File: src/pwt_pkg.sv
// shared types and constants for the polygon winding test
package pwt_pkg;

  // port field widths
  localparam int COORD_W      = 32;
  localparam int WIND_OUT_W   = 16;
  localparam int CFG_IDX_W    = 2;
  localparam int CFG_DATA_W   = 32;

  // parameter defaults
  localparam int COORD_BITS_DEF   = 32;
  localparam int WINDING_BITS_DEF = 16;

  typedef enum logic [CFG_IDX_W-1:0] {
    REG_TEST_X    = 2'd0,
    REG_TEST_Y    = 2'd1,
    REG_EVEN_ODD  = 2'd2
  } cfg_reg_t;

  typedef struct packed {
    logic signed [COORD_W-1:0] vertex_x;
    logic signed [COORD_W-1:0] vertex_y;
    logic                      final_vertex;
  } vertex_t;

  typedef struct packed {
    logic                         inside_res;
    logic signed [WIND_OUT_W-1:0] winding_sum;
  } result_t;

  typedef struct packed {
    logic [CFG_IDX_W-1:0]  reg_idx;
    logic [CFG_DATA_W-1:0] wr_data;
  } cfg_wr_t;

  // per edge crossing candidates, before the product compare
  typedef struct packed {
    logic up;
    logic dn;
  } edge_flags_t;

endpackage

File: src/pwt_cfg_if.sv
// configuration write channel
interface pwt_cfg_if;
  logic             valid;
  logic             ready;
  pwt_pkg::cfg_wr_t data;

  modport source (output valid, output data, input ready);
  modport sink   (input valid, input data, output ready);
endinterface

File: src/pwt_cfg_regs.sv
// configuration registers: hit point and fill rule
module pwt_cfg_regs #(
  parameter int COORD_BITS = pwt_pkg::COORD_BITS_DEF
) (
  input  logic                         clk,
  input  logic                         rst_n,
  pwt_cfg_if.sink                      cfg,
  output logic signed [COORD_BITS-1:0] test_x,
  output logic signed [COORD_BITS-1:0] test_y,
  output logic                         even_odd
);

  logic signed [COORD_BITS-1:0] test_x_r;
  logic signed [COORD_BITS-1:0] test_y_r;
  logic                         even_odd_r;

  assign cfg.ready = 1'b1;

  always_ff @(posedge clk) begin
    if (!rst_n) begin
      test_x_r   <= '0;
      test_y_r   <= '0;
      even_odd_r <= 1'b0;
    end else if (cfg.valid) begin
      unique case (cfg.data.reg_idx)
        pwt_pkg::REG_TEST_X:   test_x_r   <= COORD_BITS'(cfg.data.wr_data);
        pwt_pkg::REG_TEST_Y:   test_y_r   <= COORD_BITS'(cfg.data.wr_data);
        pwt_pkg::REG_EVEN_ODD: even_odd_r <= cfg.data.wr_data[0];
        default: ;
      endcase
    end
  end

  assign test_x   = test_x_r;
  assign test_y   = test_y_r;
  assign even_odd = even_odd_r;

endmodule

File: src/flat_wrapper.sv
// flat-port wrapper written by rule: the top's interface ports become plain ports
module pwt_cfg_regs_flat 
#(
  parameter int COORD_BITS = pwt_pkg::COORD_BITS_DEF
)
  (clk, rst_n, test_x, test_y, even_odd, cfg_valid, cfg_data, cfg_ready);
  pwt_cfg_if cfg_i ();
  input  logic clk;
  input  logic rst_n;
  output logic signed [COORD_BITS-1:0] test_x;
  output logic signed [COORD_BITS-1:0] test_y;
  output logic even_odd;
  input wire logic [$bits(cfg_i.valid)-1:0] cfg_valid;
  input wire logic [$bits(cfg_i.data)-1:0] cfg_data;
  output wire logic [$bits(cfg_i.ready)-1:0] cfg_ready;
  assign cfg_i.valid = cfg_valid;
  assign cfg_i.data = cfg_data;
  assign cfg_ready = cfg_i.ready;
  pwt_cfg_regs #(.COORD_BITS(COORD_BITS)) u_core (.clk(clk), .rst_n(rst_n), .cfg(cfg_i), .test_x(test_x), .test_y(test_y), .even_odd(even_odd));
endmodule
File: config.mk
export PLATFORM = sky130hd
export DESIGN_NAME = pwt_cfg_regs_flat
export DESIGN_NICKNAME = d
export VERILOG_FILES = /design/src/pwt_pkg.sv /design/src/pwt_cfg_if.sv /design/src/pwt_cfg_regs.sv /design/src/flat_wrapper.sv
export SDC_FILE = /design/constraint.sdc
export NUM_CORES = 1
export LEC_CHECK = 0
export BUFFER_PORTS_ARGS = -buffer_cell sky130_fd_sc_hd__clkbuf_2
export CELL_PAD_IN_SITES_DETAIL_PLACEMENT = 0
export CELL_PAD_IN_SITES_GLOBAL_PLACEMENT = 1
export CORE_ASPECT_RATIO = 1.5
export CORE_MARGIN = 4
export CORE_UTILIZATION = 35
export CTS_CLUSTER_SIZE = 16
export DETAILED_ROUTE_END_ITERATION = 10
export GPL_ROUTABILITY_DRIVEN = 0
export PLACE_DENSITY_LB_ADDON = 0.1
export SLEW_MARGIN = 15
export SYNTH_ARGS = -nofsm -noshare
export SYNTH_HDL_FRONTEND = slang
export SYNTH_SLANG_ARGS = --single-unit
File: constraint.sdc
create_clock -name clk -period 2.7 [get_ports clk]
set_clock_uncertainty 0.2 [all_clocks]
set_input_delay 0 -clock clk [delete_from_list [all_inputs] [get_ports clk]]
set_output_delay 0 -clock clk [all_outputs]
set_load 0.05 [all_outputs]
==> flow_summary.yaml <==
setup_path:
  cp.required_ns: 2.78
  r2r_cells: 3
  arrival_ns: 2.29
  timing.rr.end: "u_core.test_y[2]$_SDFFE_PN0P_"
  startpoint: "rst_n"
  worst-path-max-fanout: 29
  r2r_slack_ns: 1.39
  critPathLaunchType: "input pin"
  rr_startpoint: "u_core.test_y[2]$_SDFFE_PN0P_"
  path_class: "in -> reg"
  cp-end-kind: "flip-flop"
detailed_routing:
  first_pass_iters: 4
  ant_nets: 0
  viasPerCell: 4.535
  routed_wl_um: 5984
  drtIter0Drc: 54
  drc: 0
  wl_per_cell_um: 12.81
  vias: 2118
layout:
  final_common_cell: "clkbuf_2"
  diodes: 0
  final_cell_mix: "clkbuf_2 (100), nand2_1 (97), mux2i_1 (65), dfxtp_1 (65), dlygate4sd3_1 (38)"
  drive_gt1_share_pct: 30.85
  final_util_pct: 51.30
  final_area_um2: 3562
  syn2layout_area_growth_pct: 40.45
  num-fill-cells: 666
  fin_nets: 422
floorplan:
  die_area_um2: 8700
  core_area_um2: 6944
  rows: 37
  die_h_um: 112.3
  io_pins: 103
  die_x_um: 77.51
  initial_core_util_pct: 36.52
yosys:
  yosys-top-cells-area: "dfxtp_1 (51%), mux2i_1 (26%), nand2_1 (14%)"
  syn-num-nets: 288
  synth_cells: 251
  synth_top_area_share_pct: 51.31
  synth_area_um2: 2536
  post_synth.cell_area_avg_um2: 10.10
  synth_area_leader_cell: "dfxtp_1"
  yosysSeqAreaShare_pct: 51.31
  ys_warn_count: 0
  synth.distinct_cells: 12
  synth.ff_latch_count: 65
clocking:
  clkLatencyLatePin_ns: 0.33
  post_cts.repair.setup_buffers: 0
  cts_buffers: 9
  cts_root_buf: "clkbuf_8"
  cts_tree: "yes"
  clkTransAtPathRegs_ns: 0.07
  htreeDepth: 3
  cts_sinks: 65
  clockBufferDepth: 2
global_route:
  grt_overflow: 0
  grt_max_degree: 42
  grt_pass1_wl_um: 10030
  grt_pass1_vias: 2115
  grt_use_total_pct: 14.66
  antenna_found_initial: 0
pwr:
  p_total_mw: 2.156
  peakVddDrop_uv: 267.0
  leakagePower_nw: 1.781
  power_density_nw_per_um2: 605.3
timing:
  hold_viol: 0
  slew_viol_final: 0
  worst_slew_pin_slew_ns: 0.5808
  setup_viol: 0
  max_freq_ghz: 0.4541
  rsz0062_at_grt: "false"
  finalWorstSetupSlack_ns: 0.4977
  fin_crit_ns: 2.202
  slew_headroom_pct: 61.28
  period_share_pct: 81.57
  tns_ns: 0
status:
  outcome: "completed"
job:
  cap_violations: 0
place:
  port_buffers: 101
  placed_area_um2: 2987
  dp_hpwl_um: 3940
  place_worst_setup_slack_ns: 1.249
min_path:
  hold_class: "reg -> reg"
  min_to: "u_core.test_x[13]$_SDFFE_PN0P_"
  hold_start: "u_core.test_x[13]$_SDFFE_PN0P_"
  whs_path_depth: 2
how the worst max path moves through the flow:
stage | slack [ns] | endpoint
floorplan | 1.62 | u_core.even_odd$_SDFFE_PN0P_
global placement | 1.27 | u_core.test_x[15]$_SDFFE_PN0P_
detailed placement | 1.25 | u_core.test_x[10]$_SDFFE_PN0P_
CTS | 0.52 | u_core.test_y[2]$_SDFFE_PN0P_
global route | 0.41 | u_core.test_y[2]$_SDFFE_PN0P_
finish | 0.50 | u_core.test_y[2]$_SDFFE_PN0P_
sequential cells by signal (all words and copies together), names as in the netlist:
name / flops
u_core.even_odd: 1
u_core.test_x: 32
u_core.test_y: 32
kinds of logic after synthesis:
family                 synth area share (%)
buffers and inverters                 7.450
muxes                                 25.65
and+or+nand+nor                       15.44
DFF                                   51.31
other                                0.1479
metrics by stage:
stage	instances	hold slack [ns]
floorplan	251	-0.03849
detailed placement	414	0.05979
CTS	467	0.2478
finish	467	0.2562
global placement	414	0.06087
global route	467	0.2786
timing repair:
| action | CTS | global route |
|---|---|---|
| resized for setup | 0 | 0 |
| hold buffers | 38 | 0 |
| endpoints found under the hold margin | 65 | 0 |
synth_stat cells, drive strengths merged:
| cell | instances |
|---|---|
| dfxtp | 65 |
| nand3b | 2 |
| buf | 18 |
| nor3b | 1 |
| mux2i | 65 |
| conb | 1 |
| clkbuf | 2 |
| nand2 | 97 |
metal layers:
layer	track usage, %	up-vias	wire length (um)
li1	-	1079	-
met1	16.33	965	2419
met2	24.47	64	2992
met3	4.013	10	417
met4	9.264	0	154
met5	0	-	0
worst max-delay path, stage by stage:
cell and delay (ns):
dlygate4sd3_1 0.52, buf_2 0.41, nand2_1 0.09, dlygate4sd3_1 0.58
mux2i_1 0.12, dlygate4sd3_1 0.55
final cells by class:
cell class | count | area, um2 | area share [%]
Sequential cell | 65 | 1301 | 36.53
Multi-Input combinational cell | 166 | 1052 | 29.54
Timing Repair Buffer | 143 | 915.9 | 25.71
Clock buffer | 12 | 155.1 | 4.355
Tap cell | 78 | 97.59 | 2.740
Clock inverter | 3 | 40.04 | 1.124
power by group:
part	switching [mW]	leakage, nW	internal, mW	total [mW]
clock	0.348	0.102	0.469	0.817
sequential	0.0173	0.528	0.993	1.01
combinational	0.215	1.15	0.114	0.329
total	0.580	1.78	1.58	2.16
Note: power is estimated with default switching activity, not from simulation.
