### config.mk
export PLATFORM = sky130hd
export DESIGN_NAME = pwt_wind_acc_flat
export DESIGN_NICKNAME = d
export VERILOG_FILES = /design/src/pwt_pkg.sv /design/src/pwt_result_if.sv /design/src/pwt_wind_acc.sv /design/src/flat_wrapper.sv
export SDC_FILE = /design/constraint.sdc
export NUM_CORES = 1
export LEC_CHECK = 0
export BUFFER_PORTS_ARGS = -buffer_cell sky130_fd_sc_hd__buf_2
export CAP_MARGIN = 0
export CORE_ASPECT_RATIO = 1.1
export CORE_MARGIN = 2
export CORE_UTILIZATION = 45
export DETAILED_ROUTE_END_ITERATION = 12
export PLACE_DENSITY = 0.8
export SYNTH_ARGS = -nofsm -noshare
export SYNTH_HDL_FRONTEND = slang
export SYNTH_SLANG_ARGS = --single-unit
### constraint.sdc
create_clock -name clk -period 5.13 [get_ports clk]
set_input_delay 0.2565 -clock clk [delete_from_list [all_inputs] [get_ports clk]]
set_output_delay 0.2565 -clock clk [all_outputs]
set_load 0.1 [all_outputs]
### src/pwt_pkg.sv
// shared types and constants for the polygon winding test
package pwt_pkg;

  // port field widths
  localparam int COORD_W      = 32;
  localparam int WIND_OUT_W   = 16;
  localparam int CFG_IDX_W    = 2;
  localparam int CFG_DATA_W   = 32;

  // parameter defaults
  localparam int COORD_BITS_DEF   = 32;
  localparam int WINDING_BITS_DEF = 16;

  typedef enum logic [CFG_IDX_W-1:0] {
    REG_TEST_X    = 2'd0,
    REG_TEST_Y    = 2'd1,
    REG_EVEN_ODD  = 2'd2
  } cfg_reg_t;

  typedef struct packed {
    logic signed [COORD_W-1:0] vertex_x;
    logic signed [COORD_W-1:0] vertex_y;
    logic                      final_vertex;
  } vertex_t;

  typedef struct packed {
    logic                         inside_res;
    logic signed [WIND_OUT_W-1:0] winding_sum;
  } result_t;

  typedef struct packed {
    logic [CFG_IDX_W-1:0]  reg_idx;
    logic [CFG_DATA_W-1:0] wr_data;
  } cfg_wr_t;

  // per edge crossing candidates, before the product compare
  typedef struct packed {
    logic up;
    logic dn;
  } edge_flags_t;

endpackage

### src/pwt_result_if.sv
// result channel
interface pwt_result_if;
  logic             valid;
  logic             ready;
  pwt_pkg::result_t data;

  modport source (output valid, output data, input ready);
  modport sink   (input valid, input data, output ready);
endinterface

### src/pwt_wind_acc.sv
// winding sum: product compare, saturating update and result register
module pwt_wind_acc #(
  parameter int COORD_BITS   = pwt_pkg::COORD_BITS_DEF,
  parameter int WINDING_BITS = pwt_pkg::WINDING_BITS_DEF,
  localparam int PW = 2 * (COORD_BITS + 1)
) (
  input  logic                 clk,
  input  logic                 rst_n,
  input  logic                 step,
  input  logic                 final_vertex,
  input  logic                 enough_verts,
  input  logic                 even_odd,
  input  pwt_pkg::edge_flags_t flags_a,
  input  logic signed [PW-1:0] lhs_a,
  input  logic signed [PW-1:0] rhs_a,
  input  pwt_pkg::edge_flags_t flags_b,
  input  logic signed [PW-1:0] lhs_b,
  input  logic signed [PW-1:0] rhs_b,
  output logic                 out_free,
  pwt_result_if.source         res
);

  localparam logic signed [WINDING_BITS-1:0] ACC_MAX = {1'b0, {(WINDING_BITS-1){1'b1}}};
  localparam logic signed [WINDING_BITS-1:0] ACC_MIN = {1'b1, {(WINDING_BITS-1){1'b0}}};
  localparam logic signed [WINDING_BITS-1:0] ACC_ONE = WINDING_BITS'(1);

  logic signed [WINDING_BITS-1:0] acc_r, acc_mid, acc_end;
  logic                           inc_a, dec_a, inc_b, dec_b;
  logic                           out_v_r;
  pwt_pkg::result_t               out_data_r, out_data_nxt;

  always_comb begin
    inc_a = flags_a.up && (lhs_a >= rhs_a);
    dec_a = flags_a.dn && (lhs_a <= rhs_a);
    inc_b = flags_b.up && (lhs_b >= rhs_b);
    dec_b = flags_b.dn && (lhs_b <= rhs_b);

    // edges apply in order, each clamped on its own
    acc_mid = acc_r;
    if (inc_a && acc_r != ACC_MAX) acc_mid = acc_r + ACC_ONE;
    if (dec_a && acc_r != ACC_MIN) acc_mid = acc_r - ACC_ONE;
    acc_end = acc_mid;
    if (inc_b && acc_mid != ACC_MAX) acc_end = acc_mid + ACC_ONE;
    if (dec_b && acc_mid != ACC_MIN) acc_end = acc_mid - ACC_ONE;

    out_data_nxt.winding_sum = pwt_pkg::WIND_OUT_W'(acc_end);
    if (!enough_verts) out_data_nxt.inside_res = 1'b0;
    else if (even_odd)  out_data_nxt.inside_res = acc_end[0];
    else                out_data_nxt.inside_res = (acc_end != '0);
  end

  assign out_free = !out_v_r || res.ready;

  always_ff @(posedge clk) begin
    if (!rst_n) begin
      acc_r   <= '0;
      out_v_r <= 1'b0;
    end else begin
      if (step) begin
        acc_r <= final_vertex ? '0 : acc_end;
      end
      if (step && final_vertex) begin
        out_v_r    <= 1'b1;
        out_data_r <= out_data_nxt;
      end else if (res.ready) begin
        out_v_r <= 1'b0;
      end
    end
  end

  assign res.valid = out_v_r;
  assign res.data  = out_data_r;

endmodule

### src/flat_wrapper.sv
// flat-port wrapper written by rule: the top's interface ports become plain ports
module pwt_wind_acc_flat 
#(
  parameter int COORD_BITS   = pwt_pkg::COORD_BITS_DEF,
  parameter int WINDING_BITS = pwt_pkg::WINDING_BITS_DEF,
  localparam int PW = 2 * (COORD_BITS + 1)
)
  (clk, rst_n, step, final_vertex, enough_verts, even_odd, flags_a, lhs_a, rhs_a, flags_b, lhs_b, rhs_b, out_free, res_valid, res_data, res_ready);
  pwt_result_if res_i ();
  input  logic clk;
  input  logic rst_n;
  input  logic step;
  input  logic final_vertex;
  input  logic enough_verts;
  input  logic even_odd;
  input  pwt_pkg::edge_flags_t flags_a;
  input  logic signed [PW-1:0] lhs_a;
  input  logic signed [PW-1:0] rhs_a;
  input  pwt_pkg::edge_flags_t flags_b;
  input  logic signed [PW-1:0] lhs_b;
  input  logic signed [PW-1:0] rhs_b;
  output logic out_free;
  output wire logic [$bits(res_i.valid)-1:0] res_valid;
  output wire logic [$bits(res_i.data)-1:0] res_data;
  input wire logic [$bits(res_i.ready)-1:0] res_ready;
  assign res_valid = res_i.valid;
  assign res_data = res_i.data;
  assign res_i.ready = res_ready;
  pwt_wind_acc #(.COORD_BITS(COORD_BITS), .WINDING_BITS(WINDING_BITS)) u_core (.clk(clk), .rst_n(rst_n), .step(step), .final_vertex(final_vertex), .enough_verts(enough_verts), .even_odd(even_odd), .flags_a(flags_a), .lhs_a(lhs_a), .rhs_a(rhs_a), .flags_b(flags_b), .lhs_b(lhs_b), .rhs_b(rhs_b), .out_free(out_free), .res(res_i));
endmodule
==> results of run 1 <==
-- flip-flops by register name, summed over array words and instances (netlist names) --
register	count
u_core.res.data	17
u_core.res.valid	1
u_core.acc_r	16
-- layout by cell type (no fill, tap or decap), drive strengths merged, types with 7 or more instances in the layout --
cell    instances
ha            138
a21o           28
o21ai          36
xnor2          16
nand3          24
nand2          46
nor2b          24
nand4          35
and2           19
o211ai          7
nor3           20
and3           15
buf           434
nor2           39
or3            17
a211oi          7
inv           150
or4             7
and4           15
a21oi          58
edfxtp         17
dfxtp          17
nor4           12
a31oi           7
-- power groups by stage --
stage | combinational (mW) | sequential (mW) | clock [mW]
3_3_place_gp | 1.14 | 0.333 | 0
4_1_cts | 1.17 | 0.327 | 0.344
3_5_place_dp | 1.16 | 0.333 | 0
5_1_grt | 1.31 | 0.329 | 0.357
2_1_floorplan | 0.549 | 0.393 | 0
6_report | 1.21 | 0.328 | 0.341
-- path summary, 6_finish.rpt --
check / cells after the start / to / slack [ps] / from
max: 23 / u_core.res.data[16]$_SDFFCE_PN0P_ / -180 / lhs_a[61]
min: 3 / u_core.res.valid$_SDFFE_PN0P_ / 260 / final_vertex
max reg2reg: 17 / u_core.res.data[16]$_SDFFCE_PN0P_ / 120 / u_core.acc_r[6]$_SDFFE_PN0P_
min reg2reg: 2 / u_core.res.valid$_SDFFE_PN0P_ / 510 / u_core.res.valid$_SDFFE_PN0P_
-- cell families (layout without fill, tap and decap cells) --
family          after synthesis  count (layout)  share of synthesized area
mux                           4               4                   0.006299
xor+xnor                     21              21                    0.03092
simple gates                292             292                     0.2569
compound gates              207             207                     0.2176
other cells                   0               1                          0
buf+inv                     161             592                    0.09506
flops                        34              34                     0.1298
fa+ha+maj                   138             138                     0.2634
-- timing repair --
item,4_1_cts,5_1_grt
gates resized for setup,15,17
endpoints found under the setup margin,3,13
setup buffers,0,0
gates cloned,0,0
pin swaps,4,6
-- worst min-delay path, stage by stage --
cell and delay (ps):
buf_2 110, nand2_1 60, a21boi_0 70
-- synthesized netlist by cell type, types with 3 or more instances --
| cell type | n | area share |
|---|---|---|
| inv_1 | 150 | 0.086 |
| ha_1 | 138 | 0.26 |
| a21oi_1 | 56 | 0.043 |
| nand2_1 | 46 | 0.026 |
| nor2_1 | 39 | 0.022 |
| nand4_1 | 35 | 0.033 |
| o21ai_0 | 33 | 0.025 |
| a21o_1 | 28 | 0.032 |
| nor2b_1 | 24 | 0.023 |
| nand3_1 | 23 | 0.018 |
| and2_1 | 18 | 0.017 |
| nor3_1 | 18 | 0.014 |
| dfxtp_1 | 17 | 0.052 |
| edfxtp_1 | 17 | 0.078 |
| or3_1 | 16 | 0.015 |
| and4_1 | 15 | 0.020 |
| xnor2_1 | 15 | 0.020 |
| and3_1 | 14 | 0.013 |
| nor4_1 | 10 | 0.0095 |
| a31oi_1 | 7 | 0.0067 |
| clkbuf_1 | 7 | 0.0040 |
| o211ai_1 | 7 | 0.0080 |
| a211oi_1 | 6 | 0.0069 |
| a221oi_1 | 6 | 0.0080 |
| nand2b_1 | 5 | 0.0048 |
| o21a_1 | 5 | 0.0057 |
| xor2_1 | 5 | 0.0067 |
| a2bb2oi_1 | 4 | 0.0053 |
| nor4b_1 | 4 | 0.0053 |
| o211a_1 | 4 | 0.0061 |
| o31ai_1 | 4 | 0.0046 |
| or4_1 | 4 | 0.0046 |
| a211o_1 | 3 | 0.0040 |
| a21boi_0 | 3 | 0.0034 |
| a22oi_1 | 3 | 0.0034 |
| a31o_2 | 3 | 0.0040 |
| mux2i_1 | 3 | 0.0046 |
| nor3b_1 | 3 | 0.0034 |
| or2_2 | 3 | 0.0029 |
| or4_4 | 3 | 0.0052 |
-- routing by layer --
metal | vias to the layer above | wire [um] | global-route usage
met5 | - | 0 | 0
li1 | 3991 | - | -
met1 | 3515 | 8659 | 0.3003
met3 | 86 | 1649 | 0.04384
met4 | 0 | 1091 | 0.1436
met2 | 447 | 12030 | 0.5663
-- area by class of cell --
| cell class | instances | area [sq um] |
|---|---|---|
| antenna | 1 | 2.502 |
| clock buffer | 5 | 125.1 |
| clock inverter | 3 | 45.04 |
| fill | 1203 | 4674 |
| inverter | 150 | 563.0 |
| multi-input combinational | 662 | 5293 |
| sequential | 34 | 850.8 |
| tap | 192 | 240.2 |
| timing repair buffer | 434 | 2537 |
==> results.tsv, run 1 <==
metric	value	unit
result of the run	finished, violations left	
failing checks	negative setup slack	
Power, Total	1.882	mW
post-synth cell types	80	
CP Data Required Time	5150	ps
Die Y-Extent	130.6	um
Clock Skew	4.745	ps
detailed-route DRC error count	0	
min setup slack post-route	-184.3	ps
effective utilization at floorplan	0.4574	
first-pass iteration count of the detailed router	5	
half-perimeter wire length after placement	20.43	mm
CP max stage delay	530	ps
proportion of synthesized chip area in sequential cells	0.1298	
mapped cell area	6555	sq um
count of non-filler cells in the finished layout	1481	
clock-pin slew of the registers on the worst-case setup and hold paths	60	ps
final design area excluding fillers	9657	sq um
unrepaired setup endpoints after global routing	yes	
violation count after the first detailed-route iteration	377	
antenna viol nets, final	0	
IR Drop Worst-Case VDD	0.0002072	V
CP startpoint kind	input port	
category of the most critical setup path	in -> reg	
Post-Route Utilization	0.6738	
Post-synth EDFFs	17	
IO Pins	294	
Core Area	14330	sq um
Area after DPL	9329	sq um
max-capacitance violation count	0	
Post-Synthesis Net Count	1270	
number of global-route vias before repair	8031	
clock latency reported for the late side of the worst-skew pair	280	ps
deepest clock path buffer count	2	
classification of the worst-slack hold path	in -> reg	
worst hold margin	262.0	ps
cells along the critical path	buf_2, ha_1, nand4_1, or4_4, buf_4, or4_4, o31ai_4, buf_4, a21oi_4, nor3_4, buf_12, buf_4, o21ai_2, buf_4, xnor2_1, buf_4, and3_1, and4_1, nand2_1, o31ai_1, a2bb2oi_1, or4_1, o31a_1	
kind of end point of the critical path	flip-flop	
Cell Rows	46	
Max Slew Vio Count	0	
cell family contributing the most delay on the critical path	simple AND/OR/NAND/NOR gates	
wirelength, routed	23.43	mm
synthesized instance count	857	
net switching component of the power	0.7698	mW
master of the slowest instance on the critical path	or4_1	
initial antenna violation count	1	
average vias per placed instance	5.428	
crit path buf inv count	7	
number of input and output port buffers inserted	293	
share of flip-flops with an asynchronous set or reset	0	
TritonCTS Buffers	5	
Leakage Power	5.335	nW
total of endpoints with negative setup slack in the final report	1	
total track usage	0.2888	
part of the power in registers	0.174	
routability congestion estimate	1.004	
maximum frequency from static timing analysis	0.1882	GHz
total negative slack	-184.3	ps
critical-path maximum fanout	5	
average cell area after synthesis	7.649	sq um
deepest level of the CTS H-tree	2	
count of hold-fix buffers inserted at cts	0	
Arr. time, crit path	5340	ps
post-placement cell count	1472	
area growth from synthesis to layout	47.32	%
global-route wire length before repair	36.47	mm
TritonCTS clock tree	built	
power density relative to cell area	194.9	nW/um^2
final hold viol count	0	
grt ovf	0	
routed via count	8039	
CTS Root Buffer Type	clkbuf_16	
Net Sw Frac	0.4091	
setup slack at placement	-672.4	ps
internal power component	1.112	mW
clock period minus final worst setup slack	5314	ps
number of sinks on the clock net	34	
WL per Instance	15.82	um
DIE AREA	15550	sq um
primary flip-flop cell chosen by synthesis mapping	edfxtp_1	
maximum number of pins on one net before global-route repair	20	
most frequent CP cell	buf_4	
total number of nets in the final design	1700	
number of storage elements in the synthesis netlist	34	
proportion of layout cells with a drive suffix above 1	0.3859	
power share of the clock group	0.181	
post-route clock period utilization	1.036	
Die Span X	119.1	um
number of warnings issued by yosys	0	
Max-Slew Margin vs Limit	0.3141	
worst slew pin tran	1027	ps
portion of total power attributed to combinational logic	0.645	
Power figures use the tool's default switching activity.
==> run 2: changes to the inputs <==
CORE_ASPECT_RATIO = unset   (was 1.1)
==> results.tsv, run 2 (synthesis results as in run 1) <==
metric	value	unit
post-placement cell count	1458	
classification of the worst-slack hold path	in -> reg	
CTS Root Buffer Type	clkbuf_16	
final hold viol count	0	
min setup slack post-route	-290.0	ps
portion of total power attributed to combinational logic	0.662	
routability congestion estimate	0.9914	
IR Drop Worst-Case VDD	0.0001715	V
number of sinks on the clock net	34	
capture instance of the worst register-to-register path	u_core.res.data[16]$_SDFFCE_PN0P_	
final design area excluding fillers	9666	sq um
CP Data Required Time	5160	ps
first-pass iteration count of the detailed router	5	
WL per Instance	15.73	um
number of input and output port buffers inserted	293	
FF-to-FF path depth	19	
proportion of layout cells with a drive suffix above 1	0.3879	
Die Span X	124.7	um
grt met3 use	0.04210	
worst slew pin tran	1075	ps
Max-Slew Margin vs Limit	0.2818	
Max Slew Vio Count	0	
Area after DPL	9261	sq um
count of non-filler cells in the finished layout	1473	
clock latency reported for the late side of the worst-skew pair	280	ps
source of the worst hold timing path	final_vertex	
Cell Rows	44	
total number of nets in the final design	1701	
hold path depth	3	
Critical Path Source	rhs_a[60]	
half-perimeter wire length after placement	19.89	mm
violation count after the first detailed-route iteration	459	
max-capacitance violation count	0	
deepest clock path buffer count	2	
Leakage Power	5.359	nW
unrepaired setup endpoints after global routing	yes	
total track usage	0.2873	
global-route track usage on met2	0.5265	
critical-path maximum fanout	7	
net switching component of the power	0.7971	mW
IO Pins	294	
number of flip-flops under the largest register name	17	
TritonCTS Buffers	5	
commonest cells after routing, fill and taps aside	buf_2, inv_1, buf_4, ha_1, a21oi_1	
routed via count	8161	
TritonCTS clock tree	built	
category of the most critical setup path	in -> reg	
Arr. time, crit path	5450	ps
initial antenna violation count	0	
wirelength, routed	23.17	mm
total of endpoints with negative setup slack in the final report	1	
CP startpoint kind	input port	
Power, Total	1.883	mW
R2R Setup Slk	110	ps
diode insertion count for antenna repair	0	
average vias per placed instance	5.540	
Die Y-Extent	124.7	um
DIE AREA	15550	sq um
detailed-route DRC error count	0	
clock period minus final worst setup slack	5420	ps
area growth from synthesis to layout	47.45	%
result of the run	finished, violations left	
failing checks	negative setup slack	
part of the power in registers	0.175	
clock-pin slew of the registers on the worst-case setup and hold paths	60	ps
hold worst-path end	u_core.res.valid$_SDFFE_PN0P_	
antenna viol nets, final	0	
Post-Route Utilization	0.6727	
deepest level of the CTS H-tree	2	
number of global-route vias before repair	8169	
reg-to-reg critical path startpoint	u_core.acc_r[6]$_SDFFE_PN0P_	
GRT busiest layer	met2	
total negative slack	-290.0	ps
grt ovf	0	
Core Area	14370	sq um
global-route wire length before repair	37.32	mm
Clock Skew	3.855	ps
Net Sw Frac	0.4234	
most frequent standard cell in the layout excluding fill and tap cells	buf_2	
kind of end point of the critical path	flip-flop	
effective utilization at floorplan	0.4562	
met1 demand-to-capacity share in global routing	0.3303	
maximum number of pins on one net before global-route repair	20	
power density relative to cell area	194.8	nW/um^2
power share of the clock group	0.162	
internal power component	1.085	mW
maximum frequency from static timing analysis	0.1845	GHz
post-route clock period utilization	1.057	
run 2: cell types whose count changed in the layout (fill, tap and decap cells not counted), moves of 2 or more:
cell      previous run  this run
nor4_4               0         2
o311ai_0             2         0
xnor2_1             14        11
xnor2_2              1         4
buf_6                0         2
nor4_2               4         1
run 2: repair_timing:
| action | 4_1_cts | 5_1_grt |
|---|---|---|
| setup endpoints to repair | 1 | 14 |
| hold buffers | 0 | 0 |
| pin swaps | 8 | 9 |
| setup buffers | 2 | 5 |
| resized for setup | 13 | 28 |
run 2: worst max path at each step:
stage	endpoint	cells after the start	slack (ps)
finish	u_core.res.data[16]$_SDFFCE_PN0P_	20	-290
global route	u_core.res.data[16]$_SDFFCE_PN0P_	22	-460
CTS	u_core.res.data[16]$_SDFFCE_PN0P_	20	-180
detailed placement	u_core.res.data[16]$_SDFFCE_PN0P_	21	-540
global placement	u_core.res.data[16]$_SDFFCE_PN0P_	18	-460
floorplan	u_core.res.data[16]$_SDFFCE_PN0P_	19	-110
run 2: area by class of cell:
| class | instances | area, sq um |
|---|---|---|
| clock buffers | 6 | 138.9 |
| repair buffers | 435 | 2540 |
| flip-flops and latches | 34 | 850.8 |
| multi-input cells | 662 | 5330 |
| clock inverters | 2 | 12.51 |
| fillers | 1185 | 4703 |
| well taps | 184 | 230.2 |
| inverters | 150 | 563.0 |
run 2: routing by layer:
layer,part of all wire,vias up,routed length (um)
met5,0,-,0
met3,0.079,94,1829
li1,-,3984,-
met2,0.48,437,11120
met4,0.052,0,1212
met1,0.39,3646,9000
run 2: worst max-delay path, cell delays in order:
cell and delay [ps]:
buf_2 70, inv_1 30, ha_1 280, nand4_1 190, or4_4 580, or4_4 450
a311oi_4 270, a21o_1 180, nor3_2 90, buf_4 160, or3_1 390, o211a_1 190
a211oi_4 270, nand4_1 230, o31ai_4 410, and3_4 300, a32oi_2 130, xnor2_2 180
or4_1 520, o31a_1 240
run 2: power by group through the flow:
| stage | Sequential, mW | Combinational [mW] | Clock, mW |
|---|---|---|---|
| floorplan | 0.393 | 0.549 | 0 |
| global placement | 0.335 | 1.13 | 0 |
| detailed placement | 0.335 | 1.14 | 0 |
| CTS | 0.330 | 1.17 | 0.304 |
| global route | 0.332 | 1.35 | 0.322 |
| finish | 0.330 | 1.25 | 0.305 |
run 2: metrics by stage:
| step | worst slack (ps) | hold slack [ps] |
|---|---|---|
| finish | -290.0 | 257.1 |
| floorplan | -110.7 | 384.7 |
| CTS | -183.5 | 259.5 |
| global placement | -464.2 | 483.0 |
| detailed placement | -542.7 | 513.9 |
| global route | -463.9 | 269.0 |
==> run 3: changes to the inputs <==
SETUP_SLACK_MARGIN = 0.2   (was unset)
==> results.tsv, run 3 (synthesis results as in run 1) <==
metric	value	unit
result of the run	finished, violations left	
failing checks	negative setup slack	
clock-pin slew of the registers on the worst-case setup and hold paths	60	ps
violation count after the first detailed-route iteration	466	
unrepaired setup endpoints after global routing	yes	
grt ovf	0	
Area after DPL	9261	sq um
critical-path maximum fanout	4	
IO Pins	294	
GRT busiest layer	met2	
crit path buf inv count	5	
average vias per placed instance	5.593	
maximum number of pins on one net before global-route repair	20	
kind of end point of the critical path	flip-flop	
commonest cells after routing, fill and taps aside	buf_2, inv_1, buf_4, ha_1, a21oi_1	
wirelength, routed	24.10	mm
detailed-route DRC error count	0	
max-capacitance violation count	0	
total track usage	0.2879	
Power, Total	1.961	mW
initial antenna violation count	0	
R2R Setup Slk	70	ps
master of the slowest instance on the critical path	or4_4	
classification of the worst-slack hold path	in -> reg	
deepest level of the CTS H-tree	2	
CP max stage delay	580	ps
worst slew pin tran	1300	ps
final design area excluding fillers	10020	sq um
count of hold-fix buffers inserted at cts	0	
cell family contributing the most delay on the critical path	simple AND/OR/NAND/NOR gates	
number of flip-flops under the largest register name	17	
final hold viol count	0	
half-perimeter wire length after placement	19.89	mm
power density relative to cell area	195.7	nW/um^2
deepest clock path buffer count	2	
Clock Skew	3.211	ps
Leakage Power	5.467	nW
CTS Root Buffer Type	clkbuf_16	
cells along the critical path	buf_6, inv_4, ha_4, nand4_1, or4_4, or4_4, buf_6, nor3_4, nand2_1, and4_4, and4_1, or3_4, a211oi_4, nand4_1, o31ai_4, buf_6, buf_6, nor3_1, a211oi_2, a211oi_2, or4_1, o31a_1	
Max-Slew Margin vs Limit	0.1314	
TritonCTS Buffers	5	
CP Data Required Time	5160	ps
min setup slack post-route	-352.4	ps
effective utilization at floorplan	0.4562	
source of the worst hold timing path	final_vertex	
total negative slack	-377.3	ps
Arr. time, crit path	5510	ps
area growth from synthesis to layout	52.87	%
reg-to-reg critical path startpoint	u_core.acc_r[6]$_SDFFE_PN0P_	
Cell Rows	44	
routed via count	8283	
category of the most critical setup path	in -> reg	
clock latency reported for the late side of the worst-skew pair	280	ps
met1 demand-to-capacity share in global routing	0.3311	
number of sinks on the clock net	34	
IR Drop Worst-Case VDD	0.0001735	V
clock period minus final worst setup slack	5482	ps
TritonCTS clock tree	built	
grt met3 use	0.04081	
count of non-filler cells in the finished layout	1481	
WL per Instance	16.27	um
Critical Path Source	rhs_a[59]	
DIE AREA	15550	sq um
total number of nets in the final design	1709	
most frequent standard cell in the layout excluding fill and tap cells	buf_2	
Core Area	14370	sq um
number of input and output port buffers inserted	293	
CP startpoint kind	input port	
maximum frequency from static timing analysis	0.1824	GHz
Post-Route Utilization	0.6974	
proportion of layout cells with a drive suffix above 1	0.4140	
post-route clock period utilization	1.069	
routability congestion estimate	0.9914	
post-placement cell count	1458	
diode insertion count for antenna repair	0	
global-route wire length before repair	37.38	mm
antenna viol nets, final	0	
Die Span X	124.7	um
Max Slew Vio Count	0	
setup slack at placement	-542.7	ps
number of global-route vias before repair	8174	
Die Y-Extent	124.7	um
global-route track usage on met2	0.5268	
worst hold margin	257.8	ps
first-pass iteration count of the detailed router	5	
total of endpoints with negative setup slack in the final report	2	
most frequent CP cell	buf_6	
run 3: changes by cell type in the layout (fill, tap and decap cells not counted), sizes merged:
cell,previous run,this run
buf,435,443
run 3: final timing paths:
check                                      end  cells past startpoint
min              u_core.res.valid$_SDFFE_PN0P_                      3
min reg2reg      u_core.res.valid$_SDFFE_PN0P_                      2
max reg2reg  u_core.res.data[16]$_SDFFCE_PN0P_                     19
max          u_core.res.data[16]$_SDFFCE_PN0P_                     22
run 3: cell type report:
cell class              count  area, sq um
clock buffers               6        138.9
clock inverters             2        12.51
fillers                  1120         4348
inverters                 150        565.5
multi-input cells         662         5553
flip-flops and latches     34        850.8
well taps                 184        230.2
repair buffers            443         2670
run 3: routing by layer:
| layer | up-vias | wire (um) |
|---|---|---|
| li1 | 4004 | - |
| met1 | 3708 | 9135 |
| met2 | 464 | 11740 |
| met3 | 107 | 1930 |
| met4 | 0 | 1292 |
| met5 | - | 0 |
run 3: worst reg2reg max path, delay by kind of cell (launching register included):
| kind | cells | cell delay (ps) |
|---|---|---|
| simple gates | 9 | 2240 |
| compound gates | 6 | 1540 |
| buf+inv | 4 | 730 |
| flops | 1 | 300 |
run 3: report_power, final:
part	switching, mW	total, mW	internal, mW
logic	0.708	1.32	0.615
registers	0.0163	0.331	0.314
clock network	0.114	0.307	0.192
run 3: timing repair:
item	4_1_cts	5_1_grt
resized for setup	18	78
endpoints found under the setup margin	9	30
setup buffers	2	13
pin swaps	10	22
hold endpoints to repair	0	0
